--- src/rtl/sector_fixup_word_stream_defines.svh ---
// assertion macros shared by the sector fixup rtl
`ifndef SECTOR_FIXUP_WORD_STREAM_DEFINES_SVH
`define SECTOR_FIXUP_WORD_STREAM_DEFINES_SVH

// clocked check, masked while reset is high
`define SFX_ASSERT(lbl, prop, msg) \
   lbl: assert property (@(posedge clock) disable iff (reset) (prop)) else $error(msg);

// clocked check that also holds across reset
`define SFX_ASSERT_ALWAYS(lbl, prop, msg) \
   lbl: assert property (@(posedge clock) (prop)) else $error(msg);

`endif

--- src/rtl/sfx_pkg.sv ---
// ----------------------------------------------------------------------------
// sfx_pkg
// shared constants and types of the sector fixup word stream
// ----------------------------------------------------------------------------
`default_nettype none

package sfx_pkg;

   localparam int MAX_SECTORS  = 8;
   localparam int SECTOR_BYTES = 512;   // must give a power-of-two word count
   localparam int SLOT_COUNT   = MAX_SECTORS + 1;
   localparam int SECTOR_WORDS = SECTOR_BYTES / 2;

   localparam int WORD_W    = 16;
   localparam int OFFS_W    = 12;
   localparam int CNT_W     = 16;
   localparam int POS_W     = 11;
   localparam int SLOT_W    = $clog2(SLOT_COUNT);
   localparam int SEC_SHIFT = $clog2(SECTOR_WORDS);
   localparam int SEC_W     = POS_W - SEC_SHIFT;

   typedef logic [WORD_W-1:0] word_type;
   typedef logic [SLOT_W-1:0] slot_type;

   typedef struct packed {
      logic     wr_en;
      slot_type wr_addr;
      word_type wr_data;
      logic     rd_en;
      slot_type rd_addr;
   } ram_req_type;

   typedef struct packed {
      word_type word_out;
      logic     last_out;
      logic     replaced;
   } rsp_word_type;

endpackage

`default_nettype wire

--- src/rtl/sfx_if.sv ---
// ----------------------------------------------------------------------------
// sfx_if
// valid/ready channels for record words in and fixed-up words out
// ----------------------------------------------------------------------------
`default_nettype none

interface sfx_req_if import sfx_pkg::*; ();
   logic              valid;
   logic              ready;
   word_type          data_word;
   logic              first_word;
   logic              tail_word;
   logic [OFFS_W-1:0] array_offset;
   logic [CNT_W-1:0]  array_entries;

   modport source (output valid, data_word, first_word, tail_word, array_offset,
                   array_entries, input ready);
   modport sink (input valid, data_word, first_word, tail_word, array_offset,
                 array_entries, output ready);
endinterface

interface sfx_rsp_if import sfx_pkg::*; ();
   logic     valid;
   logic     ready;
   word_type word_out;
   logic     last_out;
   logic     replaced;

   modport source (output valid, word_out, last_out, replaced, input ready);
   modport sink (input valid, word_out, last_out, replaced, output ready);
endinterface

`default_nettype wire

--- src/rtl/sector_fixup_word_stream.sv ---
// ----------------------------------------------------------------------------
// sector_fixup_word_stream
// update sequence array fixup on a stream of 16-bit record words
// ----------------------------------------------------------------------------
// Takes one record word per cycle and returns one word per cycle, as long as
// rsp does not stall. A word is registered in the stage that waits on the
// registered read of the saved-value RAM issued at each sector-end word and
// then sits in a two-entry output buffer, from which rsp takes it. Array
// entries are captured into that RAM as they stream past and the signature
// is also kept in a register. The output buffer lets req keep flowing while
// rsp stalls; req only stops once the buffer is full, rsp is not ready and
// the stage holds a word. No clearing pass is needed after reset: capture
// flags live in flip-flops and are cleared on each first word.
`default_nettype none

module sector_fixup_word_stream
   import sfx_pkg::*;
(
   input  wire     clock,
   input  wire     reset,
   sfx_req_if.sink   req_chan,
   sfx_rsp_if.source rsp_chan
);

`include "sector_fixup_word_stream_defines.svh"

   // record state
   logic [POS_W-1:0]      pos_ff, pos_in;
   logic [OFFS_W-1:0]     offs_ff, offs_in;
   logic [CNT_W-1:0]      ents_ff, ents_in;
   logic [SLOT_COUNT-1:0] valid_ff, valid_in;
   word_type              sig_ff, sig_in;

   // second stage
   logic     s2_valid_ff, s2_valid_in;
   word_type s2_word_ff;
   logic     s2_last_ff, s2_swap_ff, s2_fwd_ff;

   logic                  accept, buf_ready, s2_move;
   logic                  enabled, in_array, capture, sec_end, sec_ok, swap, fwd;
   logic [POS_W-1:0]      start, k;
   logic [SEC_W-1:0]      sec;
   slot_type              cap_slot, rd_slot;
   logic [SLOT_COUNT-1:0] valid_cur;
   ram_req_type           ram_req;
   word_type              rd_data;
   rsp_word_type          res;

   assign s2_move        = s2_valid_ff && buf_ready;
   assign req_chan.ready = !s2_valid_ff || buf_ready;
   assign accept         = req_chan.valid && req_chan.ready;

   always_comb begin
      pos_in    = req_chan.first_word ? '0 : pos_ff;
      offs_in   = req_chan.first_word ? req_chan.array_offset : offs_ff;
      ents_in   = req_chan.first_word ? req_chan.array_entries : ents_ff;
      valid_cur = req_chan.first_word ? '0 : valid_ff;

      enabled  = (offs_in != '0) && (ents_in >= CNT_W'(2));
      start    = offs_in[OFFS_W-1:1];
      in_array = pos_in >= start;
      k        = pos_in - start;
      capture  = enabled && in_array && (CNT_W'(k) < ents_in) &&
                 (k < POS_W'(SLOT_COUNT));
      cap_slot = k[SLOT_W-1:0];

      sec_end = &pos_in[SEC_SHIFT-1:0];
      sec     = pos_in[POS_W-1:SEC_SHIFT];
      rd_slot = SLOT_W'(sec) + SLOT_W'(1);
      sec_ok  = (CNT_W'(sec) < (ents_in - CNT_W'(1))) && (32'(sec) < MAX_SECTORS);

      // the word itself may be captured before the sector-end check
      valid_in = valid_cur | (capture ? (SLOT_COUNT'(1) << cap_slot) : '0);
      sig_in   = (capture && (cap_slot == '0)) ? req_chan.data_word : sig_ff;
      swap     = enabled && sec_end && sec_ok && valid_in[0] && valid_in[rd_slot] &&
                 (req_chan.data_word == sig_in);
      fwd      = capture && (cap_slot == rd_slot);

      ram_req.wr_en   = accept && capture;
      ram_req.wr_addr = cap_slot;
      ram_req.wr_data = req_chan.data_word;
      ram_req.rd_en   = accept && sec_end;
      ram_req.rd_addr = rd_slot;

      s2_valid_in = accept ? 1'b1 : (s2_move ? 1'b0 : s2_valid_ff);
   end

   always_ff @(posedge clock) begin
      if (reset) begin
         pos_ff      <= '0;
         offs_ff     <= '0;
         ents_ff     <= '0;
         valid_ff    <= '0;
         s2_valid_ff <= 1'b0;
      end else begin
         s2_valid_ff <= s2_valid_in;
         if (accept) begin
            pos_ff   <= pos_in + POS_W'(1);
            offs_ff  <= offs_in;
            ents_ff  <= ents_in;
            valid_ff <= valid_in;
         end
      end
      if (accept) begin
         sig_ff     <= sig_in;
         s2_word_ff <= req_chan.data_word;
         s2_last_ff <= req_chan.tail_word;
         s2_swap_ff <= swap;
         s2_fwd_ff  <= fwd;
      end
   end

   sfx_save_ram u_save_ram (
      .clock   (clock),
      .ram_req (ram_req),
      .rd_data (rd_data)
   );

   always_comb begin
      res.word_out = s2_swap_ff ? (s2_fwd_ff ? s2_word_ff : rd_data) : s2_word_ff;
      res.last_out = s2_last_ff;
      res.replaced = s2_swap_ff;
   end

   sfx_out_buf u_out_buf (
      .clock      (clock),
      .reset      (reset),
      .push_valid (s2_valid_ff),
      .push_ready (buf_ready),
      .push_word  (res),
      .rsp_chan   (rsp_chan)
   );

   `SFX_ASSERT(a_rd_hold, (s2_valid_ff && s2_swap_ff && !s2_fwd_ff && !s2_move) |=> $stable(rd_data),
               "saved word changed under a stalled word")
   `SFX_ASSERT_ALWAYS(a_reset_empty, reset |=> !s2_valid_ff,
                      "pipe not empty after reset")
   `SFX_ASSERT(a_first_clear, (accept && req_chan.first_word) |=> ($countones(valid_ff) <= 1),
               "capture flags not cleared at record start")

endmodule

`default_nettype wire

--- src/rtl/sfx_save_ram.sv ---
// ----------------------------------------------------------------------------
// sfx_save_ram
// update sequence array store: one write and one registered read per cycle
// ----------------------------------------------------------------------------
`default_nettype none

module sfx_save_ram
   import sfx_pkg::*;
(
   input  wire         clock,
   input  ram_req_type ram_req,
   output word_type    rd_data
);

   word_type mem [SLOT_COUNT];
   word_type rd_data_ff;

   // read-first: a same-cycle write is forwarded by the caller
   always_ff @(posedge clock) begin
      if (ram_req.rd_en) begin
         rd_data_ff <= mem[ram_req.rd_addr];
      end
      if (ram_req.wr_en) begin
         mem[ram_req.wr_addr] <= ram_req.wr_data;
      end
   end

   assign rd_data = rd_data_ff;

endmodule

`default_nettype wire

--- src/rtl/sfx_out_buf.sv ---
// ----------------------------------------------------------------------------
// sfx_out_buf
// two-entry output buffer so the pipe keeps taking words while rsp stalls, until it is full
// ----------------------------------------------------------------------------
`default_nettype none

module sfx_out_buf
   import sfx_pkg::*;
(
   input  wire          clock,
   input  wire          reset,
   input  wire          push_valid,
   output logic         push_ready,
   input  rsp_word_type push_word,
   sfx_rsp_if.source    rsp_chan
);

`include "sector_fixup_word_stream_defines.svh"

   logic [1:0]   cnt_ff, cnt_in;
   rsp_word_type ent0_ff, ent0_in;
   rsp_word_type ent1_ff, ent1_in;
   logic         pop, push;

   assign pop        = (cnt_ff != 2'd0) && rsp_chan.ready;
   assign push_ready = (cnt_ff != 2'd2) || rsp_chan.ready;
   assign push       = push_valid && push_ready;

   always_comb begin
      cnt_in  = cnt_ff + {1'b0, push} - {1'b0, pop};
      ent0_in = ent0_ff;
      ent1_in = ent1_ff;
      if (pop) begin
         ent0_in = (cnt_ff == 2'd2) ? ent1_ff : push_word;
      end else if (cnt_ff == 2'd0) begin
         ent0_in = push_word;
      end
      if (push && (((cnt_ff == 2'd1) && !pop) || ((cnt_ff == 2'd2) && pop))) begin
         ent1_in = push_word;
      end
   end

   always_ff @(posedge clock) begin
      if (reset) begin
         cnt_ff <= 2'd0;
      end else begin
         cnt_ff <= cnt_in;
      end
      ent0_ff <= ent0_in;
      ent1_ff <= ent1_in;
   end

   assign rsp_chan.valid    = cnt_ff != 2'd0;
   assign rsp_chan.word_out = ent0_ff.word_out;
   assign rsp_chan.last_out = ent0_ff.last_out;
   assign rsp_chan.replaced = ent0_ff.replaced;

   `SFX_ASSERT(a_cnt_range, cnt_ff != 2'd3, "output buffer count out of range")
   `SFX_ASSERT(a_cnt_grow, (push && !pop) |=> (cnt_ff == $past(cnt_ff) + 2'd1),
               "output buffer lost a pushed word")

endmodule

`default_nettype wire
--- src/flat_wrapper.sv ---
// flat-port wrapper written by rule: the top's interface ports become plain ports
module sector_fixup_word_stream_flat import sfx_pkg::*;
  (clock, reset, req_chan_valid, req_chan_data_word, req_chan_first_word, req_chan_tail_word, req_chan_array_offset, req_chan_array_entries, req_chan_ready, rsp_chan_valid, rsp_chan_word_out, rsp_chan_last_out, rsp_chan_replaced, rsp_chan_ready);
  sfx_req_if req_chan_i ();
  sfx_rsp_if rsp_chan_i ();
  input  wire clock;
  input  wire reset;
  input wire logic [$bits(req_chan_i.valid)-1:0] req_chan_valid;
  input wire logic [$bits(req_chan_i.data_word)-1:0] req_chan_data_word;
  input wire logic [$bits(req_chan_i.first_word)-1:0] req_chan_first_word;
  input wire logic [$bits(req_chan_i.tail_word)-1:0] req_chan_tail_word;
  input wire logic [$bits(req_chan_i.array_offset)-1:0] req_chan_array_offset;
  input wire logic [$bits(req_chan_i.array_entries)-1:0] req_chan_array_entries;
  output wire logic [$bits(req_chan_i.ready)-1:0] req_chan_ready;
  output wire logic [$bits(rsp_chan_i.valid)-1:0] rsp_chan_valid;
  output wire logic [$bits(rsp_chan_i.word_out)-1:0] rsp_chan_word_out;
  output wire logic [$bits(rsp_chan_i.last_out)-1:0] rsp_chan_last_out;
  output wire logic [$bits(rsp_chan_i.replaced)-1:0] rsp_chan_replaced;
  input wire logic [$bits(rsp_chan_i.ready)-1:0] rsp_chan_ready;
  assign req_chan_i.valid = req_chan_valid;
  assign req_chan_i.data_word = req_chan_data_word;
  assign req_chan_i.first_word = req_chan_first_word;
  assign req_chan_i.tail_word = req_chan_tail_word;
  assign req_chan_i.array_offset = req_chan_array_offset;
  assign req_chan_i.array_entries = req_chan_array_entries;
  assign req_chan_ready = req_chan_i.ready;
  assign rsp_chan_valid = rsp_chan_i.valid;
  assign rsp_chan_word_out = rsp_chan_i.word_out;
  assign rsp_chan_last_out = rsp_chan_i.last_out;
  assign rsp_chan_replaced = rsp_chan_i.replaced;
  assign rsp_chan_i.ready = rsp_chan_ready;
  sector_fixup_word_stream u_core (.clock(clock), .reset(reset), .req_chan(req_chan_i), .rsp_chan(rsp_chan_i));
endmodule
--- config.mk ---
export PLATFORM = sky130hd
export DESIGN_NAME = sector_fixup_word_stream_flat
export DESIGN_NICKNAME = d
export VERILOG_FILES = /design/src/rtl/sfx_pkg.sv /design/src/rtl/sfx_if.sv /design/src/rtl/sector_fixup_word_stream.sv /design/src/rtl/sfx_save_ram.sv /design/src/rtl/sfx_out_buf.sv /design/src/flat_wrapper.sv
export VERILOG_INCLUDE_DIRS = /design/src /design/src/rtl
export SDC_FILE = /design/constraint.sdc
export NUM_CORES = 1
export LEC_CHECK = 0
export BUFFER_PORTS_ARGS = -buffer_cell sky130_fd_sc_hd__buf_2
export CAP_MARGIN = 20
export CORE_ASPECT_RATIO = 1.5
export CORE_MARGIN = 5
export CORE_UTILIZATION = 37
export CTS_BUF_LIST = sky130_fd_sc_hd__clkbuf_4
export DETAILED_ROUTE_END_ITERATION = 7
export GPL_TIMING_DRIVEN = 0
export SYNTH_ARGS = -nofsm -noshare
export SYNTH_HDL_FRONTEND = slang
export SYNTH_SLANG_ARGS = --single-unit
--- constraint.sdc ---
create_clock -name clock -period 9.1 [get_ports clock]
set_clock_uncertainty 0.05 [all_clocks]
set_input_delay 2.275 -clock clock [delete_from_list [all_inputs] [get_ports clock]]
set_output_delay 2.275 -clock clock [all_outputs]
set_load 0.02 [all_outputs]
==> results of run 1 <==
cells by family (layout without fill, tap and decap cells):
| group | count (synthesis) | count (layout) | share of synthesized area [%] |
|---|---|---|---|
| AO/OA/AOI/OAI | 143 | 143 | 7.11 |
| multiplexers | 125 | 125 | 13.6 |
| adder cells (fa/ha/maj) | 30 | 30 | 2.98 |
| XOR/XNOR | 38 | 38 | 2.80 |
| other | 0 | 1 | 0 |
| buffers and inverters | 64 | 276 | 2.10 |
| AND/OR/NAND/NOR | 233 | 233 | 9.44 |
| flip-flops | 282 | 282 | 62.0 |
worst max-delay path by stage:
stage	from	endpoint	cells past startpoint	slack (ns)
detailed placement	req_chan_first_word	u_core.u_save_ram.mem[7][0]	24	-1.17
floorplan	req_chan_first_word	u_core.u_save_ram.mem[5][0]	22	0.23
global route	req_chan_first_word	u_core.u_save_ram.mem[5][3]	22	0.1
CTS	req_chan_first_word	u_core.u_save_ram.mem[1][5]	23	0.13
finish	req_chan_first_word	u_core.u_save_ram.mem[4][2]	23	0.42
global placement	req_chan_first_word	u_core.u_save_ram.mem[5][15]	22	-3.44
power by group through the flow:
stage / Combinational [mW] / Clock (mW) / Sequential (mW)
finish: 0.354 / 1.09 / 1.48
global route: 0.390 / 1.19 / 1.48
CTS: 0.358 / 1.13 / 1.48
detailed placement: 0.353 / 0 / 1.51
global placement: 0.343 / 0 / 1.51
floorplan: 0.205 / 0 / 1.53
critical path: stages:
cell and delay [ns]:
buf_2 0.36, buf_2 0.36, buf_2 0.38, buf_2 0.36, buf_2 0.34, buf_2 0.27
buf_2 0.31, nor2b_1 0.15, fa_1 0.47, a21o_1 0.23, a221oi_2 0.38, o21ai_0 0.19
xor2_1 0.41, ha_1 0.34, nand3_1 0.12, a211o_1 0.11, a31oi_1 0.09, a221o_1 0.34
nor3b_4 0.30, nand3_1 0.30, buf_2 0.34, nor3_4 0.36, buf_6 0.22
cells in the final DEF, fill, tap and decap left out, types with 5 or more instances in the layout:
cell	netlist	final
buf_6	1	9
dfxtp_1	51	51
a21oi_1	28	28
ha_1	29	29
buf_2	15	84
or4_1	9	9
o31ai_1	8	8
clkbuf_4	0	104
o21ai_0	42	42
nor2_1	50	49
inv_1	14	14
and3_1	6	6
mux2_4	9	9
nand2_1	62	62
buf_4	1	10
xnor2_1	25	25
clkbuf_1	25	24
nand4_1	5	5
nor3b_1	5	5
nand3_1	27	27
nor3_1	14	9
edfxtp_1	231	231
clkinv_1	2	12
xor2_1	11	11
mux2i_1	42	42
a31oi_1	6	6
mux2_2	42	42
a211oi_1	27	27
nor2b_1	14	14
mux4_2	32	32
nor4_1	10	9
nand2b_1	11	11
cell type report:
class / instances / share of cell area (%)
clock inverters: 19 / 0.896
diodes: 1 / 0.0167
multi-input cells: 569 / 31.4
inverters: 17 / 0.427
well taps: 425 / 3.56
repair buffers: 90 / 3.87
flip-flops and latches: 282 / 53.2
plain buffers: 46 / 1.36
clock buffers: 104 / 5.22
through the flow:
| stage | setup WS, ns | power, mW | utilization, % | cells | hold slack, ns |
|---|---|---|---|---|---|
| global placement | -3.44 | 1.85 | 40.0 | 1408 | 0.381 |
| finish | 0.418 | 2.92 | 43.6 | 1553 | 0.406 |
| floorplan | 0.228 | 1.74 | - | 915 | 0.370 |
| global route | 0.0992 | 3.07 | 43.6 | 1553 | 0.433 |
| CTS | 0.132 | 2.97 | 43.4 | 1543 | 0.408 |
| detailed placement | -1.17 | 1.86 | 40.6 | 1421 | 0.391 |
flip-flops by register name, indices dropped and copies added, names as in the netlist, 2 cells and up:
name,count
u_core.valid_ff,9
u_core.u_out_buf.cnt_ff,2
u_core.pos_ff,11
u_core.s2_word_ff,16
u_core.u_out_buf.ent1_ff,18
u_core.u_save_ram.rd_data,16
u_core.u_save_ram.mem,144
u_core.offs_ff,12
u_core.u_out_buf.rsp_chan.word_out,16
u_core.ents_ff,16
u_core.sig_ff,16
what timing repair did:
item / 4_1_cts / 5_1_grt
resized for setup: 4 / 1
pin swaps: 0 / 4
gates cloned: 0 / 0
endpoints found under the hold margin: 0 / 0
setup buffers: 0 / 8
setup endpoints to repair: 94 / 43
routing by layer:
metal | part of all wire, % | global-route usage (%) | vias to the layer above
li1 | - | - | 3896
met1 | 40 | 18.7 | 4077
met2 | 53 | 29.6 | 219
met3 | 4.3 | 2.99 | 58
met4 | 2.9 | 7.85 | 0
met5 | 0 | 0 | -
==> results.env, run 1 <==
DRT-WIRELENGTH-PER-CELL_MICRONS=20.3
PIN_COUNT_OF_THE_BIGGEST_NET_ENTERING_GLOBAL_ROUTING=38
AREA.GROWTH.SYNTH_TO_FINAL_PCT=16.4
CTS_MAX_LEVEL=3
GP_ROUTABILITY_CONGESTION=0.853
YS_SEQ_AREA_SHARE_PCT=62.0
WORST_HOLD_STARTPOINT='u_core.ents_ff[13]'
TIMING.CRITICAL_PATH.FROM_TYPE='input pin'
FLOORPLAN.ROWS=83
HOLD_BUFFERS=0
DETAILROUTE.VIA_COUNT=8250
SYN_AVG_CELL_AREA_SQ_UM=14.0
SYNTH_ENABLE_FLOP_CELLS=231
DIE-HEIGHT_MICRONS=238
FIN_CRIT_SH_PCT=95.4
TIMING.CRITICAL_PATH.TO_TYPE='register'
FP.DIEAREA_SQ_MM=0.0386
WORST-ENDPOINT-ARRIVAL_NS=9.05
YS.WARNINGS.COUNT=0
GRT_SETUP_UNREPAIRED='false'
ACHIEVABLE-FREQUENCY_GHz=0.115
FP.DIEW_MICRONS=162
BOUNDARYPINS=70
CLKLATENCYLATEPIN_NS=0.72
YOSYS-TOP-CELLS-AREA='edfxtp_1 (54%), dfxtp_1 (7.9%), mux4_2 (5.6%)'
CTS_ROOT_BUF='clkbuf_4'
LEAKAGE_nW=5.40
DRV_CAP=0
SYNTH_COMMON_CELLS='edfxtp_1 (231), nand2_1 (62), dfxtp_1 (51), nor2_1 (50)'
STATUS='complete, no violations'
FIRST_GLOBAL_VIAS=8690
INITIALDRTVIOLATIONCOUNT=563
CORE_AREA_SQ_MM=0.0343
MULTI_INPUT_COMBINATIONAL_CELL_AREA_SQ_MM=0.00470
FINAL_MAX_SLEW_VIOL_COUNT=0
TRITONCTS.NUM_BUFFERS=71
SYNTH-ASYNC-RESET-RATIO_PCT=0
TIGHTEST_HOLD_CHECK_TYPE='reg -> reg'
POST_SYNTH_NUM_CELL_TYPES=68
WORST_R2R_PATH_CELLS=19
INITIAL_UTILIZATION_PCT=37.5
PATH_MAX_FANOUT=19
CTSLONGESTPATHBUFFERS=3
NUM-NETS-FINAL=1157
TIMING_HOLD_VIOLATIONS_FINAL=0
POWER_FRAC_SEQ_PCT=50.6
RR_STARTPOINT='u_core.pos_ff[8]'
REG2REG_END='u_core.u_save_ram.mem[4][2]'
SYNTH_AREA_SQ_MM=0.0128
GATE_COUNT_OF_THE_MAPPED_NETLIST=915
CLOCK_TREE_FROM_TRITONCTS='done'
POST_DRT_VIA_CELL_RATIO=5.31
TIGHTESTPINTRANSITION_NS=0.961
SYN_NETS=995
TRITONCTS_SINK_COUNT=282
DESIGN_AREA_SQ_MM=0.0149
NETSWITCHINGPOWER_uW=753
P_COMB_SHARE_PCT=12.1
IR_WORST_VDD_V=0.000106
CRITICALPATHCATEGORY='in -> reg'
CELL_INTERNAL_POWER_mW=2.17
PORT_BUFFERS=68
FINAL_LAYOUT_SIZE_SUFFIX_GT1_SHARE_PCT=28.8
GR-TOTAL-OVERFLOW=0
WORST_HOLD_PATH.NUM_CELLS=2
TOTAL_PLACED_INSTANCE_AREA_SQ_MM=0.0139
PLACE.DETAILED.HPWL_MICRONS=21900
REGAREA_SQ_MM=0.00796
DRTPASS1ITERATIONS=4
FILLERINSTANCES=3148
POWER-PER-CELL-AREA_mW_PER_MM2=195
CLOCKPOWERSHARE_PCT=37.2
POST-SYNTH-TOP-COUNT-CELL='edfxtp_1'
SYNTH.FF_LATCH_COUNT=282
WORST_SLEW_MARGIN_REL_PCT=35.9
POWER.SHARE.SWITCHING_PCT=25.8
FIRST_PASS_GRT_WIRE_LENGTH_MICRONS=48600
FINAL-SETUP-VIOL-COUNT=0
ANTENNA_FOUND_INITIAL=1
REGTOREGSETUPSLACK_NS=3.25
SYNTH_TOP_FLOP_CELL='edfxtp_1'
PATH_CLK_SLEW_NS=0.06
FINAL.SETUP.TNS_NS=0
WIRELENGTH_MICRONS=31600
WORST-ENDPOINT-REQUIRED_NS=9.47
DRC=0
YOSYSTOPAREACELLSHARE_PCT=54.0
GR-USAGE-ALL-LAYERS_PCT=16.4
FINALCRITICALPERIOD_NS=8.68
SYNTH_AREA_LEADER_CELL='edfxtp_1'
MIN_TO='u_core.ents_ff[13]'
FINAL_ANTENNA_NET_COUNT=0
Power figures use the tool's default switching activity.
==> inputs of run 2 (changes only) <==
- clock period: 9.1 -> 7.4 ns (I/O delays scaled with it)
==> results.env, run 2 (synthesized netlist as in run 1, its figures left out) <==
LAYOUT.CORE_UTILIZATION_PCT=43.9
POWER.SHARE.SWITCHING_PCT=25.9
WORST_HOLD_STARTPOINT='u_core.ents_ff[13]'
RR_STARTPOINT='u_core.pos_ff[8]'
POST_DRT_VIA_CELL_RATIO=5.33
P_TOTAL_mW=3.55
CRITICAL_PATH.SLOWEST_CELL='ha_1'
TRITONCTS.NUM_BUFFERS=70
FLOORPLAN.ROWS=83
DETAILROUTE.VIA_COUNT=8285
SETUP_WS_NS=0.182
IR_WORST_VDD_V=0.000115
GR-TOTAL-OVERFLOW=0
TIMING.CRITICAL_PATH.FROM_TYPE='input pin'
FINAL_LAYOUT_SIZE_SUFFIX_GT1_SHARE_PCT=29.8
FINAL_ANTENNA_NET_COUNT=0
FINALCRITICALPERIOD_NS=7.22
WORST_HOLD_PATH.NUM_CELLS=2
WIRELENGTH_MICRONS=30800
FIN_CRIT_SH_PCT=97.5
CRITICAL_PATH_CELL_SEQUENCE='buf_2 > clkbuf_4 > buf_4 > buf_4 > buf_4 > buf_4 > buf_6 > mux2i_2 > ha_1 > and3_1 > a221oi_4 > o21ai_0 > xor2_2 > ha_1 > nand3_1 > a211o_1 > a31oi_1 > a221o_1 > nor3b_4 > nand3_2 > buf_6 > nor4_4 > buf_4 > buf_6'
NETSWITCHINGPOWER_uW=920
DPL_WORST_SLACK_NS=-1.62
CLOCKPOWERSHARE_PCT=36.2
DRTPASS1ITERATIONS=4
LAYOUT_COMMONEST_CELL='edfxtp_1'
MIN_TO='u_core.ents_ff[13]'
BOUNDARYPINS=70
TRITONCTS_SINK_COUNT=282
TIGHTESTPINTRANSITION_NS=0.963
AREA.GROWTH.SYNTH_TO_FINAL_PCT=17.0
FINAL_MAX_SLEW_VIOL_COUNT=0
NUM-NETS-FINAL=1152
PIN_COUNT_OF_THE_BIGGEST_NET_ENTERING_GLOBAL_ROUTING=28
FIRST_PASS_GRT_WIRE_LENGTH_MICRONS=47400
CORE_AREA_SQ_MM=0.0343
WORST_R2R_PATH_CELLS=20
STATUS='complete, no violations'
REGMOSTFLOPS='u_core.u_save_ram.mem'
FINAL_CELL_COUNT_NO_FILL=1555
MOST-COMMON-LAYOUT-CELLS='edfxtp_1 (231), clkbuf_4 (110), buf_2 (77)'
FP.DIEW_MICRONS=162
CTS_ROOT_BUF='clkbuf_4'
FP.DIEAREA_SQ_MM=0.0386
ACHIEVABLE-FREQUENCY_GHz=0.139
DP.CELLS=1413
PLACE.DETAILED.HPWL_MICRONS=21800
WORST-ENDPOINT-REQUIRED_NS=7.75
CELL_INTERNAL_POWER_mW=2.63
SLOWEST_DELAY_NS=0.39
CRIT_TOP_CELL='buf_4'
DRT-WIRELENGTH-PER-CELL_MICRONS=19.8
ANTENNA_FOUND_INITIAL=3
WORST-ENDPOINT-ARRIVAL_NS=7.57
WHS_NS=0.408
PATH_CLK_SLEW_NS=0.06
CLOCK_TREE_FROM_TRITONCTS='done'
CRITICALPATHCATEGORY='in -> reg'
INITIAL_UTILIZATION_PCT=37.5
GP_ROUTABILITY_CONGESTION=0.874
DIE-HEIGHT_MICRONS=238
PATH_MAX_FANOUT=11
MAX_FFS_PER_REGISTER=144
TOP_REGS='u_core.u_save_ram.mem: 144 flops, u_core.u_out_buf.ent1_ff: 18 flops'
REGTOREGSETUPSLACK_NS=1.99
DRC=0
CTS_MAX_LEVEL=3
FIRST_GLOBAL_VIAS=8670
TIMING_HOLD_VIOLATIONS_FINAL=0
P_COMB_SHARE_PCT=12.6
FINAL-SETUP-VIOL-COUNT=0
GRT_SETUP_UNREPAIRED='false'
TIMING.CRITICAL_PATH.TO_TYPE='register'
CLKLATENCYLATEPIN_NS=0.72
CTSLONGESTPATHBUFFERS=3
INITIALDRTVIOLATIONCOUNT=401
DRV_CAP=0
POWER-PER-CELL-AREA_mW_PER_MM2=236
GR-USAGE-ALL-LAYERS_PCT=16.0
POWER_FRAC_SEQ_PCT=51.2
TIGHTEST_HOLD_CHECK_TYPE='reg -> reg'
WORST_SLEW_MARGIN_REL_PCT=35.8
PORT_BUFFERS=68
LEAKAGE_nW=5.40
REG2REG_END='u_core.u_save_ram.mem[1][12]'
run 2: changes by cell type in the layout (fill, tap and decap cells not counted), moves of 2 or more:
cell and change:
buf_12 +5, buf_2 -7, buf_4 +2, buf_6 -3, buf_8 -2, bufinv_16 -2, clkbuf_4 +6, clkinv_2 +2
diode_2 +2, mux2i_1 -5, mux2i_2 +5
run 2: how the worst max path moves through the flow:
stage / start / end / cells past startpoint
global placement: req_chan_first_word / u_core.u_save_ram.mem[1][9] / 23
detailed placement: req_chan_first_word / u_core.u_save_ram.mem[2][10] / 23
finish: req_chan_first_word / u_core.u_save_ram.mem[1][12] / 24
global route: req_chan_first_word / u_core.u_save_ram.mem[1][12] / 24
CTS: req_chan_first_word / u_core.u_save_ram.mem[1][10] / 24
floorplan: req_chan_first_word / u_core.u_save_ram.mem[1][0] / 23
run 2: power by group through the flow:
stage | Clock (mW) | Combinational [mW] | Sequential (mW)
finish | 1.28 | 0.448 | 1.82
global route | 1.42 | 0.490 | 1.83
global placement | 0 | 0.432 | 1.86
floorplan | 0 | 0.259 | 1.89
CTS | 1.34 | 0.449 | 1.82
detailed placement | 0 | 0.443 | 1.86
run 2: final cells by class:
type,count,area (sq um)
well taps,425,532
multi-input cells,569,4770
clock buffers,109,818
plain buffers,46,233
inverters,17,63.8
flip-flops and latches,282,7960
repair buffers,86,573
diodes,3,7.51
fillers,3184,19200
clock inverters,18,76.3
run 2: repair_timing:
item,CTS,global route
resized for setup,3,12
gates cloned,0,0
setup buffers,11,2
setup endpoints to repair,148,113
hold buffers,0,0
pin swaps,8,2
run 2: metrics by stage:
stage	setup TNS, ns	area (sq um)
5_1_grt	0	15000
6_report	0	15000
3_3_place_gp	-238.46	13800
2_1_floorplan	0	12900
3_5_place_dp	-212.94	13900
4_1_cts	0	14900
run 2: worst max-delay path, delay by kind of cell:
kind / cells / cell delay (ns)
muxes: 1 / 0.30
adders and majority gates: 2 / 0.68
buffers and inverters: 10 / 2.34
and+or+nand+nor: 5 / 1.04
AOI/OAI and AO/OA: 5 / 1.06
xor gates and xnor gates: 1 / 0.26
run 2: routing by layer:
metal  GRT usage [%]  vias up  routed length [microns]
li1                -     3890                        -
met1            16.7     4095                    11400
met2            29.4      228                    16700
met3            4.25       70                     1660
met4            7.87        2                     1110
met5               0        -                       13
==> inputs of run 3 (changes only) <==
- RECOVER_POWER: not set -> 100
==> results.env, run 3 (synthesized netlist as in run 1, its figures left out) <==
STATUS='finished, violations left'
VIOLATIONS_IN_THE_FINAL_REPORTS='max-capacitance violations, max-slew violations'
AREA.GROWTH.SYNTH_TO_FINAL_PCT=15.2
TIMING_HOLD_VIOLATIONS_FINAL=0
GRT_SETUP_UNREPAIRED='false'
MIN_TO='u_core.ents_ff[13]'
FP.DIEW_MICRONS=162
DRT-WIRELENGTH-PER-CELL_MICRONS=19.8
FILLERINSTANCES=3218
LEAKAGE_nW=5.18
TRITONCTS_SINK_COUNT=282
INITIALDRTVIOLATIONCOUNT=453
WL_MET3_MICRONS=1560
TIMING.CRITICAL_PATH.TO_TYPE='register'
ACHIEVABLE-FREQUENCY_GHz=0.138
FINAL_LAYOUT_SIZE_SUFFIX_GT1_SHARE_PCT=23.6
REGMOSTFLOPS='u_core.u_save_ram.mem'
WIRELENGTH_MICRONS=30800
FINAL.SETUP.TNS_NS=0
CRITICAL_PATH.SLOWEST_CELL='ha_1'
CLOCK_TREE_FROM_TRITONCTS='done'
ANTENNA_FOUND_INITIAL=2
BOUNDARYPINS=70
CLKLATENCYLATEPIN_NS=0.73
WORST-ENDPOINT-REQUIRED_NS=7.70
TIGHTEST_HOLD_CHECK_TYPE='reg -> reg'
GP_ROUTABILITY_CONGESTION=0.874
WORST_R2R_PATH_CELLS=19
GR-USAGE-ALL-LAYERS_PCT=16.0
FP.DIEAREA_SQ_MM=0.0386
GATE_FAMILY_RESPONSIBLE_FOR_THE_MOST_DELAY_ALONG_THE_WORST_PATH='buffers and inverters'
CRITICALPATHCATEGORY='in -> reg'
LAYOUT.CORE_UTILIZATION_PCT=43.2
WORST_HOLD_STARTPOINT='u_core.ents_ff[13]'
FINAL-SETUP-VIOL-COUNT=0
CTS_ROOT_BUF='clkbuf_4'
CTSLONGESTPATHBUFFERS=3
MET2_WIRELENGTH_MICRONS=16800
TIMING.CRITICAL_PATH.FROM_TYPE='input pin'
REGTOREGSETUPSLACK_NS=1.99
WORST_SLEW_MARGIN_REL_PCT=-10.2
PLACE.DETAILED.HPWL_MICRONS=21800
CRITICAL_PATH_CELL_SEQUENCE='buf_2 > clkbuf_4 > buf_4 > buf_4 > buf_4 > buf_4 > buf_6 > mux2i_2 > ha_1 > a21oi_1 > a21oi_1 > o31ai_2 > xnor2_1 > ha_1 > a21o_1 > a21oi_1 > a31oi_1 > a221o_1 > nor3b_4 > nand3_2 > buf_6 > nor3_4 > buf_2'
TOPROUTINGLAYERUSED='met4'
FINALCRITICALPERIOD_NS=7.23
MAX_FFS_PER_REGISTER=144
SLOWEST_DELAY_NS=0.39
PORT_BUFFERS=68
DETAILROUTE.VIA_COUNT=8257
NUM-NETS-FINAL=1152
WORST_HOLD_PATH.NUM_CELLS=2
TRITONCTS.NUM_BUFFERS=70
WHS_NS=0.407
CORE_AREA_SQ_MM=0.0343
HOLD_BUFFERS=0
CRIT_TOP_CELL='buf_4'
CTS_MAX_LEVEL=3
REG2REG_END='u_core.u_save_ram.mem[2][12]'
POST_DRT_VIA_CELL_RATIO=5.31
WORST-ENDPOINT-ARRIVAL_NS=7.53
FIRST_PASS_GRT_WIRE_LENGTH_MICRONS=47400
TOP_REGS='u_core.u_save_ram.mem: 144 flops, u_core.u_out_buf.ent1_ff: 18 flops'
DRC=0
FIRST_GLOBAL_VIAS=8670
IR_WORST_VDD_V=0.000115
LAYOUT_COMMONEST_CELL='edfxtp_1'
DIE-HEIGHT_MICRONS=238
FINAL_MAX_SLEW_VIOL_COUNT=28
FINAL_ANTENNA_NET_COUNT=0
DRV_CAP=1
FIN_CRIT_SH_PCT=97.7
MOST-COMMON-LAYOUT-CELLS='edfxtp_1 (231), clkbuf_4 (115), clkbuf_1 (70)'
TIGHTESTPINTRANSITION_NS=1.65
POWER-PER-CELL-AREA_mW_PER_MM2=239
WORSTPATHBUFFERINVERTERCOUNT=9
PATH_MAX_FANOUT=12
GR-TOTAL-OVERFLOW=0
INITIAL_UTILIZATION_PCT=37.5
MET1_LENGTH_MICRONS=11400
FLOORPLAN.ROWS=83
DRTPASS1ITERATIONS=5
PATH_CLK_SLEW_NS=0.06
RR_STARTPOINT='u_core.pos_ff[8]'
PIN_COUNT_OF_THE_BIGGEST_NET_ENTERING_GLOBAL_ROUTING=28
run 3: routing by layer:
layer / vias to the layer above / track usage [%]
met4: 0 / 7.87
met1: 4090 / 16.7
met2: 211 / 29.4
met3: 62 / 4.25
li1: 3894 / -
met5: - / 0
run 3: what timing repair did:
item | CTS | global route
gates resized for setup | 3 | 12
endpoints found under the setup margin | 148 | 113
pin swaps | 8 | 2
buffers inserted | 11 | 2
hold endpoints to repair | 0 | 0
run 3: cell type report:
class,count,area [sq um],share of cell area (%)
antenna,2,5.00,0.0338
clock buffer,109,818,5.53
buffer,46,225,1.52
clock inverter,18,76.3,0.516
tap,425,532,3.59
sequential,282,7960,53.8
inverter,17,63.8,0.431
multi-input combinational,569,4700,31.8
timing repair buffer,86,419,2.83
run 3: per-stage QoR:
step / instances / setup WS [ns] / power [mW] / cell area (sq um)
floorplan: 915 / 0.000528 / 2.15 / 12900
global placement: 1408 / -1.89 / 2.29 / 13800
detailed placement: 1413 / -1.62 / 2.30 / 13900
CTS: 1550 / 0.0264 / 3.61 / 14900
global route: 1554 / 0.0360 / 3.72 / 14800
finish: 1554 / 0.172 / 3.54 / 14800
run 3: where the power goes:
| part | switching, mW | internal [mW] |
|---|---|---|
| Clock | 0.612 | 0.673 |
| Combinational | 0.278 | 0.150 |
| Sequential | 0.0290 | 1.79 |
| Total | 0.919 | 2.62 |
run 3: how the worst max path moves through the flow:
stage | start | end | slack, ns | depth (start not counted)
floorplan | req_chan_first_word | u_core.u_save_ram.mem[1][0] | 0.0005 | 23
global placement | req_chan_first_word | u_core.u_save_ram.mem[1][9] | -1.89 | 23
detailed placement | req_chan_first_word | u_core.u_save_ram.mem[2][10] | -1.62 | 23
CTS | req_chan_first_word | u_core.u_save_ram.mem[1][10] | 0.03 | 24
global route | req_chan_first_word | u_core.u_save_ram.mem[1][12] | 0.04 | 24
finish | req_chan_first_word | u_core.u_save_ram.mem[2][12] | 0.17 | 23
run 3: tightest hold or removal path, stage by stage, from the launching register on:
cell and delay, ns:
dfxtp_1 0.31, nand2_1 0.05, a21oi_1 0.05
